===== src/hw/rtl/xsb_pkg.sv =====
// Shared constants, tables and helpers for the box stream cipher unit.
// Used by the channel interfaces and the top level; depends on nothing.
package xsb_pkg;

	localparam int WORD_W = 64;
	localparam int CNT_W  = 4;
	localparam int IDX_W  = 3;

	localparam logic [31:0] SIGMA0 = 32'h61707865;
	localparam logic [31:0] SIGMA1 = 32'h3320646e;
	localparam logic [31:0] SIGMA2 = 32'h79622d32;
	localparam logic [31:0] SIGMA3 = 32'h6b206574;

	// Configuration register indexes
	typedef enum logic [IDX_W-1:0] {
		CFG_SECRET0 = 3'd0,
		CFG_SECRET1 = 3'd1,
		CFG_SECRET2 = 3'd2,
		CFG_SECRET3 = 3'd3,
		CFG_NONCE0  = 3'd4,
		CFG_NONCE1  = 3'd5,
		CFG_NONCE2  = 3'd6
	} cfg_reg_t;

	typedef logic [3:0] xidx_t;

	// Word indexes a, b, c, d of the eight quarter rounds of a double round
	localparam xidx_t QR_IDX [8][4] = '{
		'{4'd0,  4'd4,  4'd8,  4'd12},
		'{4'd5,  4'd9,  4'd13, 4'd1},
		'{4'd10, 4'd14, 4'd2,  4'd6},
		'{4'd15, 4'd3,  4'd7,  4'd11},
		'{4'd0,  4'd1,  4'd2,  4'd3},
		'{4'd5,  4'd6,  4'd7,  4'd4},
		'{4'd10, 4'd11, 4'd8,  4'd9},
		'{4'd15, 4'd12, 4'd13, 4'd14}
	};

	// Matrix words that form the HSalsa20 output key, in key order
	localparam xidx_t HOUT_IDX [8] = '{4'd0, 4'd5, 4'd10, 4'd15, 4'd6, 4'd7, 4'd8, 4'd9};

	// Rotate left by the amount of quarter-round step s (7, 9, 13, 18)
	function automatic logic [31:0] rotl_step(input logic [31:0] v, input logic [1:0] s);
		logic [31:0] r;
		unique case (s)
			2'd0: r = {v[24:0], v[31:25]};
			2'd1: r = {v[22:0], v[31:23]};
			2'd2: r = {v[18:0], v[31:19]};
			2'd3: r = {v[13:0], v[31:14]};
		endcase
		return r;
	endfunction

	// Initial matrix word i from key k (8 x 32) and middle words m (4 x 32)
	function automatic logic [31:0] matrix_word(input xidx_t i, input logic [255:0] k,
		input logic [127:0] m);
		logic [31:0] r;
		unique case (i)
			4'd0:  r = SIGMA0;
			4'd1:  r = k[31:0];
			4'd2:  r = k[63:32];
			4'd3:  r = k[95:64];
			4'd4:  r = k[127:96];
			4'd5:  r = SIGMA1;
			4'd6:  r = m[31:0];
			4'd7:  r = m[63:32];
			4'd8:  r = m[95:64];
			4'd9:  r = m[127:96];
			4'd10: r = SIGMA2;
			4'd11: r = k[159:128];
			4'd12: r = k[191:160];
			4'd13: r = k[223:192];
			4'd14: r = k[255:224];
			4'd15: r = SIGMA3;
		endcase
		return r;
	endfunction

endpackage


===== src/hw/rtl/xsb_if.sv =====
// Valid/ready channel interfaces of the box stream cipher unit.
// Depends on xsb_pkg for the field widths.

interface xsb_in_if import xsb_pkg::*; ();
	logic              valid;
	logic              ready;
	logic [WORD_W-1:0] data_word;
	logic [CNT_W-1:0]  byte_count;
	logic              last_word;

	modport source (output valid, data_word, byte_count, last_word, input ready);
	modport sink   (input valid, data_word, byte_count, last_word, output ready);
endinterface

interface xsb_out_if import xsb_pkg::*; ();
	logic              valid;
	logic              ready;
	logic [WORD_W-1:0] result_word;
	logic [CNT_W-1:0]  result_count;
	logic              result_last;

	modport source (output valid, result_word, result_count, result_last, input ready);
	modport sink   (input valid, result_word, result_count, result_last, output ready);
endinterface

interface xsb_cfg_if import xsb_pkg::*; ();
	logic              valid;
	logic              ready;
	logic [IDX_W-1:0]  index;
	logic [WORD_W-1:0] data;

	modport source (output valid, index, data, input ready);
	modport sink   (input valid, index, data, output ready);
endinterface


===== src/hw/rtl/xsalsa20_box_stream_cipher_unit.sv =====
// XSalsa20 box stream cipher unit: XORs message words with keystream.
// Depends on xsb_pkg and the channel interfaces in xsb_if.sv.
//
// Usage:
//   cfg     : register writes (secret words 0..3, nonce words 0..2), always ready.
//             Write only while the unit is idle.
//   message : input items of 8 bytes, byte_count and last_word. Ready only
//             while the sequencer is idle.
//   result  : one output item per input item, from an output register, so a
//             new item is taken while a result waits for the receiver.
// Flow: a word in an open block is accepted in idle, then emitted once the
//   result register frees. All block math runs on one 32-bit add/rotate/xor
//   unit over a 16-word state memory with two read ports; a quarter-round
//   step reads, adds, then xors. A keystream block is load, Salsa20/20 core,
//   feed-forward; an HSalsa20 is load, core, key output. The first word of a
//   message waits for two HSalsa20 runs and one keystream block; the fourth
//   word of a message and every eighth word after it start a new block, so
//   the next item waits for that block.
// Reset clears config registers, key, counter and position; no message is open.
// A stalled receiver holds the result register; at most one more item is
// taken and held until the register frees.
module xsalsa20_box_stream_cipher_unit import xsb_pkg::*; (
	input  logic      clk,
	input  logic      arst_n,
	xsb_cfg_if.sink   cfg,
	xsb_in_if.sink    message,
	xsb_out_if.source result
);

	typedef enum logic [2:0] {
		ST_IDLE,
		ST_EMIT,
		ST_LOAD,
		ST_ROUND,
		ST_HOUT,
		ST_FEED
	} state_t;

	typedef enum logic [1:0] {
		MD_HS1,
		MD_HS2,
		MD_BLOCK
	} mode_t;

	state_t            state_q;
	mode_t             mode_q;
	logic [3:0]        idx_q;
	logic [1:0]        ph_q;
	logic [1:0]        step_q;
	logic [2:0]        qr_q;
	logic [3:0]        rnd_q;
	logic              opening_q;
	logic              in_msg_q;
	logic [2:0]        wpos_q;
	logic [31:0]       bctr_q;

	logic [3:0][WORD_W-1:0] secret_q;
	logic [2:0][WORD_W-1:0] nonce_q;
	logic [3:0][WORD_W-1:0] mkey_q;
	logic [7:0][WORD_W-1:0] ks_q;

	logic [WORD_W-1:0] item_word_q;
	logic [CNT_W-1:0]  item_cnt_q;
	logic              item_last_q;

	logic              out_valid_q;
	logic [WORD_W-1:0] out_word_q;
	logic [CNT_W-1:0]  out_cnt_q;
	logic              out_last_q;

	logic [31:0]       sum_q;
	logic [31:0]       state_mem_q [16];
	logic [31:0]       rd_a_q;
	logic [31:0]       rd_b_q;

	logic [255:0]      key_sel;
	logic [127:0]      mid_sel;
	logic [31:0]       init_word;
	xidx_t             qv [4];
	xidx_t             op_p;
	xidx_t             op_q;
	xidx_t             op_t;
	xidx_t             raddr_a;
	logic              mem_we;
	xidx_t             mem_waddr;
	logic [31:0]       mem_wdata;
	logic [CNT_W-1:0]  cnt_eff;
	logic [WORD_W-1:0] byte_mask;
	logic              out_free;
	logic              accept;

	// Select key and middle words of the matrix being built
	always_comb begin
		key_sel = (mode_q == MD_HS1) ? secret_q : mkey_q;
		unique case (mode_q)
			MD_HS1:  mid_sel = '0;
			MD_HS2:  mid_sel = {nonce_q[1], nonce_q[0]};
			default: mid_sel = {32'd0, bctr_q, nonce_q[2]};
		endcase
	end

	assign init_word = matrix_word(idx_q, key_sel, mid_sel);

	// Operands of the current quarter-round step
	assign qv   = QR_IDX[qr_q];
	assign op_p = qv[step_q];
	assign op_q = qv[step_q + 2'd3];
	assign op_t = qv[step_q + 2'd1];

	// Drive state memory ports from the sequencer
	always_comb begin
		raddr_a   = idx_q;
		mem_we    = 1'b0;
		mem_waddr = idx_q;
		mem_wdata = init_word;
		unique case (state_q)
			ST_LOAD: begin
				mem_we = 1'b1;
			end
			ST_ROUND: begin
				raddr_a   = (ph_q == 2'd0) ? op_p : op_t;
				mem_we    = (ph_q == 2'd2);
				mem_waddr = op_t;
				mem_wdata = rd_a_q ^ rotl_step(sum_q, step_q);
			end
			ST_HOUT: begin
				raddr_a = HOUT_IDX[idx_q[2:0]];
			end
			default: begin
				raddr_a = idx_q;
			end
		endcase
	end

	// State memory: one write port, two registered read ports
	always_ff @(posedge clk) begin
		if (mem_we) begin
			state_mem_q[mem_waddr] <= mem_wdata;
		end
		rd_a_q <= state_mem_q[raddr_a];
		rd_b_q <= state_mem_q[op_q];
	end

	// Clamp the byte count and build the byte mask
	always_comb begin
		cnt_eff = (item_cnt_q == '0 || item_cnt_q > CNT_W'(8)) ? CNT_W'(8) : item_cnt_q;
		for (int j = 0; j < 8; j++) begin
			byte_mask[8*j +: 8] = {8{CNT_W'(j) < cnt_eff}};
		end
	end

	assign out_free = !out_valid_q || result.ready;
	assign accept   = message.valid && (state_q == ST_IDLE);

	// Channel outputs
	assign message.ready       = (state_q == ST_IDLE);
	assign result.valid        = out_valid_q;
	assign result.result_word  = out_word_q;
	assign result.result_count = out_cnt_q;
	assign result.result_last  = out_last_q;
	assign cfg.ready           = 1'b1;

	// Configuration registers
	always_ff @(posedge clk or negedge arst_n) begin
		if (!arst_n) begin
			secret_q <= '0;
			nonce_q  <= '0;
		end else if (cfg.valid) begin
			unique case (cfg.index)
				CFG_SECRET0: secret_q[0] <= cfg.data;
				CFG_SECRET1: secret_q[1] <= cfg.data;
				CFG_SECRET2: secret_q[2] <= cfg.data;
				CFG_SECRET3: secret_q[3] <= cfg.data;
				CFG_NONCE0:  nonce_q[0]  <= cfg.data;
				CFG_NONCE1:  nonce_q[1]  <= cfg.data;
				CFG_NONCE2:  nonce_q[2]  <= cfg.data;
				default: ;
			endcase
		end
	end

	// Datapath registers without reset: item, step sum, keystream buffer
	always_ff @(posedge clk) begin
		if (accept) begin
			item_word_q <= message.data_word;
			item_cnt_q  <= message.byte_count;
			item_last_q <= message.last_word;
		end
		if (state_q == ST_ROUND && ph_q == 2'd1) begin
			sum_q <= rd_a_q + rd_b_q;
		end
		if (state_q == ST_FEED && ph_q[0]) begin
			if (idx_q[0]) begin
				ks_q[idx_q[3:1]][63:32] <= rd_a_q + init_word;
			end else begin
				ks_q[idx_q[3:1]][31:0] <= rd_a_q + init_word;
			end
		end
	end

	// Sequencer and output register
	always_ff @(posedge clk or negedge arst_n) begin
		if (!arst_n) begin
			state_q     <= ST_IDLE;
			mode_q      <= MD_HS1;
			idx_q       <= '0;
			ph_q        <= '0;
			step_q      <= '0;
			qr_q        <= '0;
			rnd_q       <= '0;
			opening_q   <= 1'b0;
			in_msg_q    <= 1'b0;
			wpos_q      <= '0;
			bctr_q      <= '0;
			mkey_q      <= '0;
			out_valid_q <= 1'b0;
			out_word_q  <= '0;
			out_cnt_q   <= '0;
			out_last_q  <= 1'b0;
		end else begin
			// load a new result, else drop the one taken
			if (state_q == ST_EMIT && out_free) begin
				out_valid_q <= 1'b1;
			end else if (result.ready) begin
				out_valid_q <= 1'b0;
			end
			unique case (state_q)
				ST_IDLE: begin
					if (message.valid) begin
						if (in_msg_q) begin
							state_q <= ST_EMIT;
						end else begin
							opening_q <= 1'b1;
							mode_q    <= MD_HS1;
							idx_q     <= '0;
							state_q   <= ST_LOAD;
						end
					end
				end
				ST_EMIT: begin
					if (out_free) begin
						out_word_q  <= (item_word_q ^ ks_q[wpos_q]) & byte_mask;
						out_cnt_q   <= cnt_eff;
						out_last_q  <= item_last_q;
						wpos_q      <= wpos_q + 3'd1;
						if (item_last_q) begin
							in_msg_q <= 1'b0;
							state_q  <= ST_IDLE;
						end else if (wpos_q == 3'd7) begin
							// buffer used up: compute the next block
							opening_q <= 1'b0;
							mode_q    <= MD_BLOCK;
							idx_q     <= '0;
							state_q   <= ST_LOAD;
						end else begin
							state_q <= ST_IDLE;
						end
					end
				end
				ST_LOAD: begin
					idx_q <= idx_q + 4'd1;
					if (idx_q == 4'd15) begin
						ph_q    <= '0;
						step_q  <= '0;
						qr_q    <= '0;
						rnd_q   <= '0;
						state_q <= ST_ROUND;
					end
				end
				ST_ROUND: begin
					// read operands, add, then xor the rotated sum into the target
					if (ph_q == 2'd2) begin
						ph_q   <= '0;
						step_q <= step_q + 2'd1;
						if (step_q == 2'd3) begin
							qr_q <= qr_q + 3'd1;
							if (qr_q == 3'd7) begin
								rnd_q <= rnd_q + 4'd1;
								if (rnd_q == 4'd9) begin
									idx_q   <= '0;
									state_q <= (mode_q == MD_BLOCK) ? ST_FEED : ST_HOUT;
								end
							end
						end
					end else begin
						ph_q <= ph_q + 2'd1;
					end
				end
				ST_HOUT: begin
					if (ph_q[0]) begin
						ph_q <= '0;
						if (idx_q[0]) begin
							mkey_q[idx_q[2:1]][63:32] <= rd_a_q;
						end else begin
							mkey_q[idx_q[2:1]][31:0] <= rd_a_q;
						end
						if (idx_q == 4'd7) begin
							idx_q   <= '0;
							state_q <= ST_LOAD;
							if (mode_q == MD_HS1) begin
								mode_q <= MD_HS2;
							end else begin
								mode_q <= MD_BLOCK;
								bctr_q <= '0;
							end
						end else begin
							idx_q <= idx_q + 4'd1;
						end
					end else begin
						ph_q <= 2'd1;
					end
				end
				ST_FEED: begin
					if (ph_q[0]) begin
						ph_q  <= '0;
						idx_q <= idx_q + 4'd1;
						if (idx_q == 4'd15) begin
							bctr_q <= bctr_q + 32'd1;
							if (opening_q) begin
								// skip the MAC key half of block zero
								opening_q <= 1'b0;
								wpos_q    <= 3'd4;
								in_msg_q  <= 1'b1;
								state_q   <= ST_EMIT;
							end else begin
								state_q <= ST_IDLE;
							end
						end
					end else begin
						ph_q <= 2'd1;
					end
				end
				default: begin
					state_q <= ST_IDLE;
				end
			endcase
		end
	end

endmodule


===== src/flat_wrapper.sv =====
// flat-port wrapper written by rule: the top's interface ports become plain ports
module xsalsa20_box_stream_cipher_unit_flat import xsb_pkg::*;
  (clk, arst_n, cfg_valid, cfg_index, cfg_data, cfg_ready, message_valid, message_data_word, message_byte_count, message_last_word, message_ready, result_valid, result_result_word, result_result_count, result_result_last, result_ready);
  xsb_cfg_if cfg_i ();
  xsb_in_if message_i ();
  xsb_out_if result_i ();
  input  logic clk;
  input  logic arst_n;
  input wire logic [$bits(cfg_i.valid)-1:0] cfg_valid;
  input wire logic [$bits(cfg_i.index)-1:0] cfg_index;
  input wire logic [$bits(cfg_i.data)-1:0] cfg_data;
  output wire logic [$bits(cfg_i.ready)-1:0] cfg_ready;
  input wire logic [$bits(message_i.valid)-1:0] message_valid;
  input wire logic [$bits(message_i.data_word)-1:0] message_data_word;
  input wire logic [$bits(message_i.byte_count)-1:0] message_byte_count;
  input wire logic [$bits(message_i.last_word)-1:0] message_last_word;
  output wire logic [$bits(message_i.ready)-1:0] message_ready;
  output wire logic [$bits(result_i.valid)-1:0] result_valid;
  output wire logic [$bits(result_i.result_word)-1:0] result_result_word;
  output wire logic [$bits(result_i.result_count)-1:0] result_result_count;
  output wire logic [$bits(result_i.result_last)-1:0] result_result_last;
  input wire logic [$bits(result_i.ready)-1:0] result_ready;
  assign cfg_i.valid = cfg_valid;
  assign cfg_i.index = cfg_index;
  assign cfg_i.data = cfg_data;
  assign cfg_ready = cfg_i.ready;
  assign message_i.valid = message_valid;
  assign message_i.data_word = message_data_word;
  assign message_i.byte_count = message_byte_count;
  assign message_i.last_word = message_last_word;
  assign message_ready = message_i.ready;
  assign result_valid = result_i.valid;
  assign result_result_word = result_i.result_word;
  assign result_result_count = result_i.result_count;
  assign result_result_last = result_i.result_last;
  assign result_i.ready = result_ready;
  xsalsa20_box_stream_cipher_unit u_core (.clk(clk), .arst_n(arst_n), .cfg(cfg_i), .message(message_i), .result(result_i));
endmodule

===== config.mk =====
export PLATFORM = sky130hd
export DESIGN_NAME = xsalsa20_box_stream_cipher_unit_flat
export DESIGN_NICKNAME = d
export VERILOG_FILES = /design/src/hw/rtl/xsb_pkg.sv /design/src/hw/rtl/xsb_if.sv /design/src/hw/rtl/xsalsa20_box_stream_cipher_unit.sv /design/src/flat_wrapper.sv
export SDC_FILE = /design/constraint.sdc
export NUM_CORES = 2
export LEC_CHECK = 0
export BUFFER_PORTS_ARGS = -buffer_cell sky130_fd_sc_hd__buf_2
export CAP_MARGIN = 20
export CORE_MARGIN = 1
export CORE_UTILIZATION = 45
export CTS_CLUSTER_SIZE = 30
export DETAILED_ROUTE_END_ITERATION = 7
export HOLD_SLACK_MARGIN = 0.08
export PLACE_DENSITY = 0.63
export SKIP_LAST_GASP = 1
export SYNTH_ARGS = -nofsm -noshare
export SYNTH_HDL_FRONTEND = slang
export SYNTH_SLANG_ARGS = --single-unit

===== constraint.sdc =====
create_clock -name clk -period 6.2 [get_ports clk]
set_clock_uncertainty 0.2 [all_clocks]
set_input_delay 0.62 -clock clk [delete_from_list [all_inputs] [get_ports clk]]
set_output_delay 0.62 -clock clk [all_outputs]
set_load 0.02 [all_outputs]

==> metrics.md <==
| Metric | Value |
|---|---|
| Cell class contributing the biggest share of worst-path delay | `simple AND/OR/NAND/NOR gates` |
| Setup-failing EPs final | `0` |
| Number of iterations in the first detailed-routing pass | `8` |
| Sink Count | `2,020` |
| Startpoint type of the worst setup path | `flip-flop` |
| Post-route setup TNS | `0 ps` |
| Mapped Area | `92,700 µm²` |
| Pwr Total | `56,000 µW` |
| Area fraction of the dominant cell type after synthesis | `36.5%` |
| Gate count after technology mapping | `6,538` |
| Aggregate routed wire length | `283,000 µm` |
| First-pass GRT wire length | `414,000 µm` |
| Total of max-cap violations | `0` |
| Critical path cell sequence | `inv_1, ha_1, or3b_1, buf_12, o22ai_1, a211oi_1, nand3_1, ha_1, and3_1, a41o_1, a211oi_1, nand3_1, a31oi_1, a21oi_1, mux2i_1, nor4b_4, buf_12, nor2_2` |
| Residual antenna-violating net count after detailed routing | `0` |
| Ranking of synthesized cells by area | `edfxtp_1 36%, dfrtp_1 22%, mux4_2 9.3%` |
| Global-route congestion overflow total | `0` |
| Number of core rows | `166` |
| Placement Cell Area | `97,900 µm²` |
| Clock-pin slew on the worst setup and hold paths | `60 ps` |
| Most frequent standard cell in the layout excluding fill and tap cells | `edfxtp_1` |
| DRT iter0 DRCs | `6,894` |
| Asr flop ratio synth | `41.1%` |
| Global router's overall resource usage | `27.0%` |
| Prevailing post-synth register cell | `edfxtp_1` |
| Per-cell via count in the routed design | `6.17` |
| Worst min-delay path category | `in2async` |
| Total power divided by cell area | `525 nW/µm²` |
| Peak supply drop | `0.000568 V` |
| WP data arrival | `6370 ps` |
| Synthesis-stage register bit count | `2,020` |
| I/O pin count | `213` |
| Post-synth top area cell | `edfxtp_1` |
| Category of the critical setup timing path | `reg2reg` |
| Initial Utilization | `45.3%` |
| TritonCTS clock tree | `done` |
| Critical path endpoint category | `flip-flop` |
| Die X | `456 µm` |
| Vias in the first global route | `60,100` |
| Commonest non-fill, non-tap cells in the layout | `1,125 x edfxtp_1, 827 x dfrtp_1, 702 x mux2_2` |
| Post-synthesis net count | `6,765` |
| Total number of H-tree levels | `4` |
| Synthesized area divided by synthesized cell count | `14.2 µm²` |
| Crit path buf inv count | `3` |
| Die area | `208,000 µm²` |
| Layout-stage area growth over the synthesis result | `15.1%` |
| Final max-slew violation count | `0` |
| Port Buf Inserts | `211` |
| Routed vias | `60,300` |
| Sequential cell area fraction in the yosys report | `60.3%` |
| Yosys Warn Count | `0` |
| Fraction of final layout cells sized beyond drive strength 1 | `28.4%` |
| Leakage power total | `0.0428 µW` |
| Unrepaired setup endpoints after global routing | `no` |
| Post-route cell area | `107,000 µm²` |
| Pin count of the biggest net entering global routing | `166` |
| Bufs on Longest Clock Path | `3` |
| Worst-path maximum fanout | `16` |
| Number of nets in the layout | `7,121` |
| Worst setup slack for register-to-register paths | `220 ps` |
| Max incr delay on CP | `640 ps` |
| Number of hold violations in the final report | `0` |
| Period utilization | `96.4%` |
| Number of synthesized flops with an enable pin | `1,125` |
| Estimated wirelength of the detail-placed design | `174,000 µm` |
| Relative max-transition margin | `26.2%` |
| Maximum achievable frequency | `167 MHz` |
| Gp weighted congestion | `0.899` |
| Worst-path cell with the longest stage delay | `or3b_1` |
| Library cells used by synthesis | `93` |
| Die Y | `456 µm` |
| Skew-Pair Late Insertion Delay | `890 ps` |
| Min cycle time layout | `5980 ps` |
| Routed WL per cell | `29.0 µm` |
| Area of the core | `205,000 µm²` |
| Cell chosen for the clock root | `clkbuf_16` |
| Transition at the pin with the smallest max-transition slack | `1110 ps` |
| Num CTS Buffers | `213` |
| CP required | `6600 ps` |
| Residual DRC | `33` |
| Violated checks | `design-rule violations` |
| Number of antenna violations at the first check in global routing | `6` |
| Status | `finished with violations` |
## area by class of cell
type,count,area (µm²)
multi-input cells,3973,35100
repair buffers,618,4840
diodes,5,12.5
fillers,16800,97900
flip-flops and latches,2020,55900
clock inverters,115,1340
inverters,68,255
well taps,2688,3360
clock buffers,280,5830
## registers in the layout, summed over array words and instances (netlist names), 32 cells and up
| signal | flops |
|---|---|
| u_core.bctr_q | 32 |
| u_core.item_word_q | 64 |
| u_core.ks_q | 512 |
| u_core.mkey_q | 256 |
| u_core.nonce_q | 192 |
| u_core.rd_a_q | 32 |
| u_core.rd_b_q | 32 |
| u_core.result.result_word | 64 |
| u_core.secret_q | 256 |
| u_core.state_mem_q | 512 |
| u_core.sum_q | 32 |
## Yosys cell counts, types with 81 or more instances
cell type / n
dfrtp_1: 831
nor2_1: 687
xnor2_1: 124
nand2_1: 389
buf_1: 109
mux2_2: 702
o22ai_1: 103
mux2i_1: 344
ha_1: 84
a21oi_1: 248
clkbuf_1: 302
mux4_2: 384
o21ai_0: 81
edfxtp_1: 1125
a22oi_1: 103
## final timing paths
kind | startpoint | to | cells past startpoint
worst min-delay path | arst_n | u_core.nonce_q[60]$_DFFE_PN0P_ | 2
worst max-delay path | u_core.idx_q[1]$_DFFE_PN0P_ | u_core.ks_q[351]$_DFFE_PP_ | 18
worst max register to register | u_core.idx_q[1]$_DFFE_PN0P_ | u_core.ks_q[351]$_DFFE_PP_ | 18
max in group asynchronous | arst_n | u_core.wpos_q[0]$_DFFE_PN0P_ | 3
worst min register to register | u_core.result.result_count[3]$_DFFE_PN0P_ | u_core.result.result_count[3]$_DFFE_PN0P_ | 1
min in group clk | cfg_index[0] | u_core.secret_q[156]$_DFFE_PN0P_ | 3
## repair_timing
item	in CTS	in global routing
setup endpoints to repair	0	48
buffers inserted	0	8
endpoints found under the hold margin	586	0
hold buffers	135	0
resized for setup	0	1
## kinds of logic after synthesis
group | synth area share (%)
XOR/XNOR | 1.76
flip-flops | 60.3
buffers and inverters | 2.32
adder cells (fa/ha/maj) | 1.18
multiplexers | 21.6
AND/OR/NAND/NOR | 6.55
other | 0.00405
AO/OA/AOI/OAI | 6.30
## report_power, final
group | leakage [µW] | switching (µW) | internal [µW] | total (µW)
Combinational | 0.0175 | 15100 | 8340 | 23400
Sequential | 0.0218 | 1740 | 17700 | 19400
Clock | 0.00354 | 5510 | 7630 | 13100
Total | 0.0428 | 22300 | 33600 | 56000
## per-layer routing
metal	part of all wire (%)	vias up	GRT usage (%)
met2	47	2704	43.3
met4	3.4	4	9.23
met1	41	31600	37.2
met3	7.8	512	4.55
met5	0.011	-	0
li1	-	25400	-
## stage by stage
| step | hold slack (ps) | cells | worst slack, ps | util [%] |
|---|---|---|---|---|
| after floorplan | 124 | 6538 | 813 | - |
| after global placement | 257 | 9206 | 328 | 47.8 |
| after detailed placement | 257 | 9212 | 233 | 47.9 |
| after CTS | 89.7 | 9742 | 199 | 52.0 |
| after global routing | 143 | 9764 | 89.6 | 52.1 |
| final | 133 | 9767 | 225 | 52.1 |
No activity file was read; power rests on OpenSTA's default activity.
